## src/rtl/eavt_pkg.sv

```systemverilog
// ---------------------------------------------------------------------------
// eavt_pkg: shared definitions for the encoder value tracker
// Sequencer states, request codes, register indexes, arithmetic constants
// and the widths of the bit-serial divider and multiplier.
// ---------------------------------------------------------------------------
`default_nettype none

package eavt_pkg;

  // Request codes carried in req_type.
  localparam logic REQ_SAMPLE = 1'b0;
  localparam logic REQ_LOAD   = 1'b1;

  // Configuration register indexes.
  localparam logic CFG_MIN_IDX = 1'b0;
  localparam logic CFG_MAX_IDX = 1'b1;

  localparam int CFG_IDX_W = 1;
  localparam int CFG_W     = 16;
  localparam int VAL_W     = 16;
  localparam int SPD_W     = 11;
  localparam int TIME_W    = 32;
  localparam int DELTA_W   = 17;

  // Reset values of the range registers.
  localparam logic signed [VAL_W-1:0] MIN_RESET = 16'sd0;
  localparam logic signed [VAL_W-1:0] MAX_RESET = 16'sd100;

  // Arithmetic constants.
  localparam int SPEED_LIMIT  = 999;
  localparam int SPAN_DIVISOR = 50;
  localparam int RATIO_DIVISOR = 10 * 1000 / 100;
  localparam int MULT_MIN     = 5;

  // Bit-serial datapath sizes.
  localparam int DIV_W      = 26;  // widest dividend: |delta| * 1000
  localparam int REM_W      = 32;  // remainder, as wide as the divisor
  localparam int SPAN_BITS  = 16;  // non-negative span
  localparam int RATIO_BITS = 21;  // |speed| * span / 50
  localparam int Q50_W      = 11;
  localparam int MAG_W      = 10;
  localparam int MULT_W     = 14;
  localparam int ACC_W      = 21;
  localparam int CNT_W      = 5;
  localparam int SUM_W      = 28;

  typedef enum logic [3:0] {
    ST_SPAN,
    ST_SPAN_DIV,
    ST_IDLE,
    ST_PREP,
    ST_SPD_DIV,
    ST_AVG,
    ST_MAG_MUL,
    ST_RATIO,
    ST_RAT_DIV,
    ST_STEP,
    ST_STEP_MUL,
    ST_CLAMP,
    ST_DONE
  } state_t;

endpackage

`default_nettype wire

```

## src/rtl/encoder_accel_value_tracker_top.sv

```systemverilog
// ---------------------------------------------------------------------------
// encoder_accel_value_tracker_top: accelerated, clamped encoder value
// Converts encoder count samples into a speed-scaled step on a tracked value
// using one bit-serial divider and one shift-add multiplier.
// ---------------------------------------------------------------------------
// A load beat, or a sample beat whose count equals the previous one, gives
// its result in the next cycle when the result register is free.
// If the previous result is still waiting on out_stall, the new result is
// kept in the tracker registers and in_stall stays high until it moves out.
// A sample with a changed count runs from PREP through the divide and
// multiply states to CLAMP and DONE; the next beat is taken back in IDLE.
// The shared restoring divider runs 26 steps for the speed and 21 for the
// ratio. The shift-add multiplier runs 10 steps for the scaled speed and 14
// for the value step, one bit per cycle each. The single-cycle states PREP,
// AVG, RATIO, STEP and CLAMP set up and finish the work. With a reversed
// range the scaling is skipped. After reset, and after every register
// write, the block recomputes span / 50 (no division for a reversed range)
// before it takes a beat. A finished result may wait on out_stall while the
// next beat is taken; a second result then waits inside the block.
`default_nettype none

module encoder_accel_value_tracker_top (
  input  wire                                clk,
  input  wire                                rst_n,
  input  wire                                in_valid,
  output logic                               in_stall,
  input  wire                                in_req_type,
  input  wire signed [eavt_pkg::VAL_W-1:0]   in_hw_count,
  input  wire        [eavt_pkg::TIME_W-1:0]  in_now_ms,
  input  wire signed [eavt_pkg::VAL_W-1:0]   in_load_value,
  output logic                               out_valid,
  input  wire                                out_stall,
  output logic signed [eavt_pkg::VAL_W-1:0]  out_value,
  output logic signed [eavt_pkg::SPD_W-1:0]  out_speed,
  input  wire                                cfg_we,
  input  wire        [eavt_pkg::CFG_IDX_W-1:0] cfg_index,
  input  wire        [eavt_pkg::CFG_W-1:0]   cfg_wdata
);

  import eavt_pkg::*;

  state_t state_r, state_nxt;

  // Architectural state.
  logic signed [VAL_W-1:0]  min_r, max_r, value_r, last_count_r;
  logic        [TIME_W-1:0] last_time_r;
  logic signed [SPD_W-1:0]  avg_speed_r;
  logic                     span_neg_r;

  // Working registers.
  logic signed [DELTA_W-1:0] delta_r;
  logic [DIV_W-1:0]  div_q_r;
  logic [REM_W-1:0]  div_rem_r, div_dvs_r;
  logic [CNT_W-1:0]  cnt_r;
  logic [Q50_W-1:0]  q50_r;
  logic [ACC_W-1:0]  mul_acc_r, mul_mcand_r;
  logic [MULT_W-1:0] mul_mplr_r;
  logic              out_valid_r;
  logic signed [VAL_W-1:0] out_value_r;
  logic signed [SPD_W-1:0] out_speed_r;

  // Handshake.
  logic in_acc, out_free, out_load, is_sample, changed, last_step;

  // Datapath.
  logic signed [DELTA_W-1:0] span;
  logic [REM_W:0]            div_sh;
  logic                      div_ge;
  logic [DIV_W-1:0]          div_q_nxt;
  logic [REM_W-1:0]          div_rem_nxt;
  logic [ACC_W-1:0]          mul_acc_nxt;
  logic [DELTA_W-1:0]        dmag;
  logic [DIV_W-1:0]          prod1000;
  logic [TIME_W-1:0]         elapsed;
  logic signed [SPD_W-1:0]   avg_plus, avg_halved;
  logic signed [SUM_W-1:0]   avg_ext, q_ext, spd_sum, spd_adj, spd_half;
  logic signed [SPD_W-1:0]   avg_new, avg_new_abs;
  logic [MULT_W-1:0]         step_mult;
  logic signed [VAL_W-1:0]   step_sum, clamp_hi, clamped;

  assign out_valid = out_valid_r;
  assign out_value = out_value_r;
  assign out_speed = out_speed_r;

  assign is_sample = (in_req_type == REQ_SAMPLE);
  assign changed   = (in_hw_count != last_count_r);
  assign last_step = (cnt_r == CNT_W'(1));

  // Next state.
  always_comb begin
    state_nxt = state_r;
    case (state_r)
      ST_SPAN:     state_nxt = span[DELTA_W-1] ? ST_IDLE : ST_SPAN_DIV;
      ST_SPAN_DIV: if (last_step) state_nxt = ST_IDLE;
      ST_IDLE: begin
        // A short result that finds the result register busy waits in DONE.
        if (in_acc) begin
          if (is_sample && changed)
            state_nxt = ST_PREP;
          else if (!out_free)
            state_nxt = ST_DONE;
        end
      end
      ST_PREP:     state_nxt = ST_SPD_DIV;
      ST_SPD_DIV:  if (last_step) state_nxt = ST_AVG;
      ST_AVG:      state_nxt = span_neg_r ? ST_STEP : ST_MAG_MUL;
      ST_MAG_MUL:  if (last_step) state_nxt = ST_RATIO;
      ST_RATIO:    state_nxt = ST_RAT_DIV;
      ST_RAT_DIV:  if (last_step) state_nxt = ST_STEP;
      ST_STEP:     state_nxt = ST_STEP_MUL;
      ST_STEP_MUL: if (last_step) state_nxt = ST_CLAMP;
      ST_CLAMP:    state_nxt = ST_DONE;
      ST_DONE:     if (out_free) state_nxt = ST_IDLE;
      default:     state_nxt = ST_IDLE;
    endcase
    // A register write changes the span, so the quotient is rebuilt.
    if (cfg_we) state_nxt = ST_SPAN;
  end

  // Handshake outputs.
  always_comb begin
    out_free = !out_valid_r || !out_stall;
    in_stall = (state_r != ST_IDLE);
    in_acc   = in_valid && !in_stall;
    out_load = (in_acc && !(is_sample && changed) && out_free) ||
               ((state_r == ST_DONE) && out_free);
  end

  // Arithmetic.
  always_comb begin
    span = {max_r[VAL_W-1], max_r} - {min_r[VAL_W-1], min_r};

    div_sh      = {div_rem_r, div_q_r[DIV_W-1]};
    div_ge      = (div_sh >= {1'b0, div_dvs_r});
    div_rem_nxt = div_ge ? REM_W'(div_sh - {1'b0, div_dvs_r}) : div_sh[REM_W-1:0];
    div_q_nxt   = {div_q_r[DIV_W-2:0], div_ge};

    mul_acc_nxt = mul_mplr_r[0] ? (mul_acc_r + mul_mcand_r) : mul_acc_r;

    elapsed = in_now_ms - last_time_r;

    // |delta| * 1000 as 1024 - 16 - 8 times the magnitude.
    dmag     = delta_r[DELTA_W-1] ? DELTA_W'(-delta_r) : DELTA_W'(delta_r);
    prod1000 = {dmag[VAL_W-1:0], 10'b0}
             - {6'b0, dmag[VAL_W-1:0], 4'b0}
             - {7'b0, dmag[VAL_W-1:0], 3'b0};

    // Halving towards zero: add one to negative values before the shift.
    avg_plus   = avg_speed_r + $signed({{(SPD_W-1){1'b0}}, avg_speed_r[SPD_W-1]});
    avg_halved = avg_plus >>> 1;

    avg_ext  = SUM_W'(avg_speed_r);
    q_ext    = $signed({2'b0, div_q_r});
    spd_sum  = delta_r[DELTA_W-1] ? (avg_ext - q_ext) : (avg_ext + q_ext);
    spd_adj  = spd_sum + $signed({{(SUM_W-1){1'b0}}, spd_sum[SUM_W-1]});
    spd_half = spd_adj >>> 1;
    if ((spd_half > $signed(SUM_W'(SPEED_LIMIT))) ||
        (spd_half < -$signed(SUM_W'(SPEED_LIMIT))))
      avg_new = '0;
    else
      avg_new = spd_half[SPD_W-1:0];
    avg_new_abs = avg_new[SPD_W-1] ? -avg_new : avg_new;

    if (span_neg_r || (div_q_r < DIV_W'(MULT_MIN)))
      step_mult = MULT_W'(1);
    else
      step_mult = div_q_r[MULT_W-1:0];

    step_sum = $signed(mul_acc_r[VAL_W-1:0]);
    clamp_hi = (step_sum > max_r) ? max_r : step_sum;
    clamped  = (clamp_hi < min_r) ? min_r : clamp_hi;
  end

  // Control and architectural state.
  always_ff @(posedge clk) begin
    if (!rst_n) begin
      state_r      <= ST_SPAN;
      out_valid_r  <= 1'b0;
      min_r        <= MIN_RESET;
      max_r        <= MAX_RESET;
      value_r      <= '0;
      last_count_r <= '0;
      last_time_r  <= '0;
      avg_speed_r  <= '0;
      span_neg_r   <= 1'b0;
    end else begin
      state_r <= state_nxt;

      if (out_load)
        out_valid_r <= 1'b1;
      else if (!out_stall)
        out_valid_r <= 1'b0;

      if (cfg_we) begin
        if (cfg_index == CFG_MIN_IDX) min_r <= $signed(cfg_wdata);
        if (cfg_index == CFG_MAX_IDX) max_r <= $signed(cfg_wdata);
      end

      if (cfg_we)
        value_r <= '0;
      else if (in_acc && !is_sample)
        value_r <= in_load_value;
      else if (state_r == ST_CLAMP)
        value_r <= clamped;

      if (in_acc && is_sample && changed) begin
        last_count_r <= in_hw_count;
        last_time_r  <= in_now_ms;
      end

      if (in_acc && is_sample && !changed)
        avg_speed_r <= avg_halved;
      else if (state_r == ST_AVG)
        avg_speed_r <= avg_new;

      if (state_r == ST_SPAN)
        span_neg_r <= span[DELTA_W-1];
    end
  end

  // Serial datapath and result register.
  always_ff @(posedge clk) begin
    case (state_r)
      ST_SPAN: begin
        div_q_r   <= {span[SPAN_BITS-1:0], {(DIV_W-SPAN_BITS){1'b0}}};
        div_rem_r <= '0;
        div_dvs_r <= REM_W'(SPAN_DIVISOR);
        cnt_r     <= CNT_W'(SPAN_BITS);
      end
      ST_IDLE: begin
        if (in_acc && is_sample && changed) begin
          delta_r   <= {in_hw_count[VAL_W-1], in_hw_count}
                     - {last_count_r[VAL_W-1], last_count_r};
          div_dvs_r <= (elapsed == '0) ? TIME_W'(1) : elapsed;
        end
      end
      ST_PREP: begin
        div_q_r   <= prod1000;
        div_rem_r <= '0;
        cnt_r     <= CNT_W'(DIV_W);
      end
      ST_SPAN_DIV, ST_SPD_DIV, ST_RAT_DIV: begin
        div_q_r   <= div_q_nxt;
        div_rem_r <= div_rem_nxt;
        cnt_r     <= cnt_r - CNT_W'(1);
        if ((state_r == ST_SPAN_DIV) && last_step)
          q50_r <= div_q_nxt[Q50_W-1:0];
      end
      ST_AVG: begin
        mul_acc_r   <= '0;
        mul_mcand_r <= ACC_W'(q50_r);
        mul_mplr_r  <= MULT_W'(avg_new_abs[MAG_W-1:0]);
        cnt_r       <= CNT_W'(MAG_W);
      end
      ST_MAG_MUL, ST_STEP_MUL: begin
        mul_acc_r   <= mul_acc_nxt;
        mul_mcand_r <= {mul_mcand_r[ACC_W-2:0], 1'b0};
        mul_mplr_r  <= mul_mplr_r >> 1;
        cnt_r       <= cnt_r - CNT_W'(1);
      end
      ST_RATIO: begin
        // Left-align the dividend so that the quotient ends in the low bits.
        div_q_r   <= {mul_acc_r, {(DIV_W-RATIO_BITS){1'b0}}};
        div_rem_r <= '0;
        div_dvs_r <= REM_W'(RATIO_DIVISOR);
        cnt_r     <= CNT_W'(RATIO_BITS);
      end
      ST_STEP: begin
        // Only the low 16 bits of the sum survive the wrap.
        mul_acc_r   <= ACC_W'($unsigned(value_r));
        mul_mcand_r <= ACC_W'(delta_r[VAL_W-1:0]);
        mul_mplr_r  <= step_mult;
        cnt_r       <= CNT_W'(MULT_W);
      end
      default: begin
      end
    endcase

    if (out_load) begin
      if (state_r == ST_DONE) begin
        out_value_r <= value_r;
        out_speed_r <= avg_speed_r;
      end else if (!is_sample) begin
        out_value_r <= in_load_value;
        out_speed_r <= avg_speed_r;
      end else begin
        out_value_r <= value_r;
        out_speed_r <= avg_halved;
      end
    end
  end

endmodule

`default_nettype wire
```

## config.mk

```make
export PLATFORM = sky130hd
export DESIGN_NAME = encoder_accel_value_tracker_top
export DESIGN_NICKNAME = d
export VERILOG_FILES = /design/src/rtl/eavt_pkg.sv /design/src/rtl/encoder_accel_value_tracker_top.sv
export SDC_FILE = /design/constraint.sdc
export NUM_CORES = 1
export LEC_CHECK = 0
export ABC_AREA = 1
export BUFFER_PORTS_ARGS = -buffer_cell sky130_fd_sc_hd__buf_2
export CAP_MARGIN = 20
export CORE_AREA = 2 2 273 275
export DETAILED_ROUTE_END_ITERATION = 8
export DIE_AREA = 0 0 275 277
export MAX_ROUTING_LAYER = met4
export SKIP_CTS_REPAIR_TIMING = 1
export SKIP_LAST_GASP = 1
export SYNTH_ARGS = -nofsm -noshare
export SYNTH_HDL_FRONTEND = slang
export SYNTH_SLANG_ARGS = --single-unit
```

## constraint.sdc

```tcl
create_clock -name clk -period 5.6 [get_ports clk]
set_input_delay 0.56 -clock clk [delete_from_list [all_inputs] [get_ports clk]]
set_output_delay 0.56 -clock clk [all_outputs]
set_load 0.005 [all_outputs]
```

==> flow_summary.toml <==
[outcome]
status = "finished, final reports clean"

[worst_setup_path]
setup.worst_path.class = "reg -> reg"
critPathMaxStageDelay_ns = 0.44
crit_top_cell = "nand2_1"
r2r_slack_ns = 0.41
r2r_end = "mul_mplr_r[8]$_DFFE_PP_"
worst_r2r_path_depth = 35
r2r_start = "div_q_r[6]$_DFFE_PP_"
critPathLaunchType = "flop"
critical_path.endpoint_type = "flop"
cpMaxStageDelayCell = "edfxtp_1"
crit_fanout = 7
cp_data_required_time_ns = 5.93
crit_family = "simple AND/OR/NAND/NOR gates"
crit_buf_inv = 3
cp.arrival_ns = 5.52

[detailed_routing]
wire_per_inst_um = 16.6
ant_nets = 0
drtIter0Drc = 1660
met1_length_um = 35800
wl_met3_um = 3590
dr_wl_met2_um = 35000
vias = 23200
wl_um = 77200
drc = 0
drtPass1Iterations = 6
via_per_inst = 4.99
top_layer_used = "met4"

[timing]
period_minus_slack_ns = 5.19
setup-violations-final = 0
fin_hold_ws_ns = 0.199
tns_ns = 0
final.setup_skew_ns = 0.0347
hold_viol = 0
worstMarginPinSlew_ns = 1.02
fin_crit_sh_pct = 92.8
relSlewSlack_pct = 32.1
max_freq_mhz = 192
maxSlewViolCount = 0
rsz0062_at_grt = "true"

[die]
initial_core_util_pct = 34.4
rows = 100
dieHeight_um = 277
core_um2 = 73600
die_width_um = 275
io_pins = 116
dieArea_um2 = 76200

[synthesis]
synthFlopType = "edfxtp_1"
synth_edf_count = 206
yosys.area.top_type = "edfxtp_1"
ys_seq_elements = 319
synth_top_area_share_pct = 24.4
synth_area_um2 = 25300
synth_cells = 3495
synth_cell_types = 64
synth_fa_ha_area_share_pct = 11.5
synth_area_leaders = "edfxtp_1, nand2_1, ha_1"
synth_nets = 3805
synth_compound_area_share_pct = 17.3
yosysSeqAreaShare_pct = 33.3
ys_warn_count = 0
synth_xor_area_share_pct = 5.12
synth_async_sr_flop_share_pct = 0
synth_top_family_by_area = "simple AND/OR/NAND/NOR gates"
syn_area_per_cell_um2 = 7.25
synthMuxAreaShare_pct = 0
synthSimpleGateAreaFrac_pct = 22.6

[placed_design]
gp_congestion = 0.962
post-dp-hpwl_um = 61400
dpl.cell_count = 4560
portBuffers = 115

[cells_and_area]
post-route-util_pct = 39.5
drive_above_1_share_pct = 11.3
fin_nets = 3964
layout_commonest_cell = "nand2_1"
layout_common_cells = "nand2_1, inv_1, a21oi_1"
instances_no_fill = 4658
area_delta_synth_final_pct = 14.6

[power]
power.switching_uw = 5440
power.switching_fraction_pct = 44.7
pwr-share-clk_pct = 22.5
power.internal_uw = 6730
finalPower_uw = 12200
powerDensity_nw_per_um2 = 419
power_frac_comb_pct = 50.6
ir_drop_v = 0.000278
power_leakage_uw = 0.0131
seq_power_share_pct = 26.9

[cts]
clk_pin_slew_ns = 0.06
cts-buffers-inserted = 40
root_buffer = "clkbuf_16"
clock_sink_count = 319
cts_tree = "yes"
htreeDepth = 2
clkLatencyLatePin_ns = 0.60
cts_buffer_depth = 3

[worst_hold_path]
hp-start = "cfg_wdata[5]"
hp-class = "in -> reg"
hold_depth = 3
whs_endpoint = "max_r[5]$_SDFFE_PN1P_"

[grt]
grt-ovfl-total = 0
antenna_found_initial = 6
grt_usage_pct = 20.6
grt_pass1_wl_um = 121000
grt_pass1_vias = 22200
grt_max_degree = 85

[run]
maxCapViolations = 0
cell usage after synthesis (10+ instances only):
library cell and n:
a22oi_1 21, nor3_1 30, ha_1 208, nand2_2 29, nand4_1 39, a31oi_1 25, a21oi_1 301, buf_2 10
nand2_1 756, xor2_1 103, xnor2_1 45, nor2_2 17, o21ai_0 274, nor2_1 250, clkbuf_1 61, o22ai_1 30
o21bai_1 12, inv_1 575, fa_1 15, inv_2 27, o21a_1 11, nand3_1 177, o211ai_1 31, edfxtp_1 206
dfxtp_1 113, or2_2 11
worst max path at each step:
stage | slack (ns) | start | cells past startpoint | to
final | 0.41 | div_q_r[6]$_DFFE_PP_ | 35 | mul_mplr_r[8]$_DFFE_PP_
after global routing | -0.03 | div_q_r[0]$_DFFE_PP_ | 43 | mul_mplr_r[8]$_DFFE_PP_
after CTS | -0.003 | div_q_r[0]$_DFFE_PP_ | 39 | mul_mplr_r[8]$_DFFE_PP_
after detailed placement | 0.05 | div_q_r[0]$_DFFE_PP_ | 33 | mul_mplr_r[2]$_DFFE_PP_
after global placement | 0.11 | div_q_r[0]$_DFFE_PP_ | 40 | mul_mplr_r[8]$_DFFE_PP_
after floorplan | 0.62 | div_q_r[0]$_DFFE_PP_ | 40 | mul_mplr_r[8]$_DFFE_PP_
metrics by stage:
stage / worst slack [ns] / area, um^2
3_5_place_dp: 0.0524 / 27300
4_1_cts: -0.00286 / 28700
3_3_place_gp: 0.106 / 27300
6_report: 0.405 / 29000
2_1_floorplan: 0.624 / 25300
5_1_grt: -0.0301 / 29000
logic make-up (layout without fill, tap and decap cells):
group	Yosys count	in the layout
flops	319	319
buf+inv	686	876
fa+ha+maj	223	223
other cells	0	4
compound gates	776	776
xor+xnor	148	148
simple gates	1343	1343
final cells by class:
type	count	area, um^2
fill	7671	44500
multi-input combinational	2490	14500
sequential	319	8450
inverter	611	2290
tap	969	1210
timing repair buffer	192	1190
clock buffer	51	1080
clock inverter	22	290
antenna	4	10.0
tightest hold or removal path, delay by kind of cell:
family,cells,cell delay (ns)
AND/OR/NAND/NOR,1,0.05
buffers and inverters,1,0.09
AO/OA/AOI/OAI,1,0.06
flip-flops by register name, indices dropped and copies added (netlist names), 14 cells and up:
register      flops
mul_mplr_r       14
div_rem_r        32
value_r          16
last_count_r     16
div_dvs_r        32
mul_acc_r        21
div_q_r          26
delta_r          17
min_r            16
out_value        16
last_time_r      32
max_r            16
mul_mcand_r      21
routing by layer:
metal | vias up | track usage, %
met5 | - | -
met4 | 0 | 7.21
met3 | 124 | 2.53
met2 | 554 | 32.6
met1 | 10600 | 27.1
li1 | 11900 | -
power by group through the flow:
stage	logic (uW)	registers [uW]	clock network (uW)
CTS	5960	3280	2810
detailed placement	5920	3330	0
finish	6160	3270	2740
global placement	5910	3320	0
floorplan	4410	3250	0
global route	6920	3310	2890
Power figures use the tool's default switching activity.
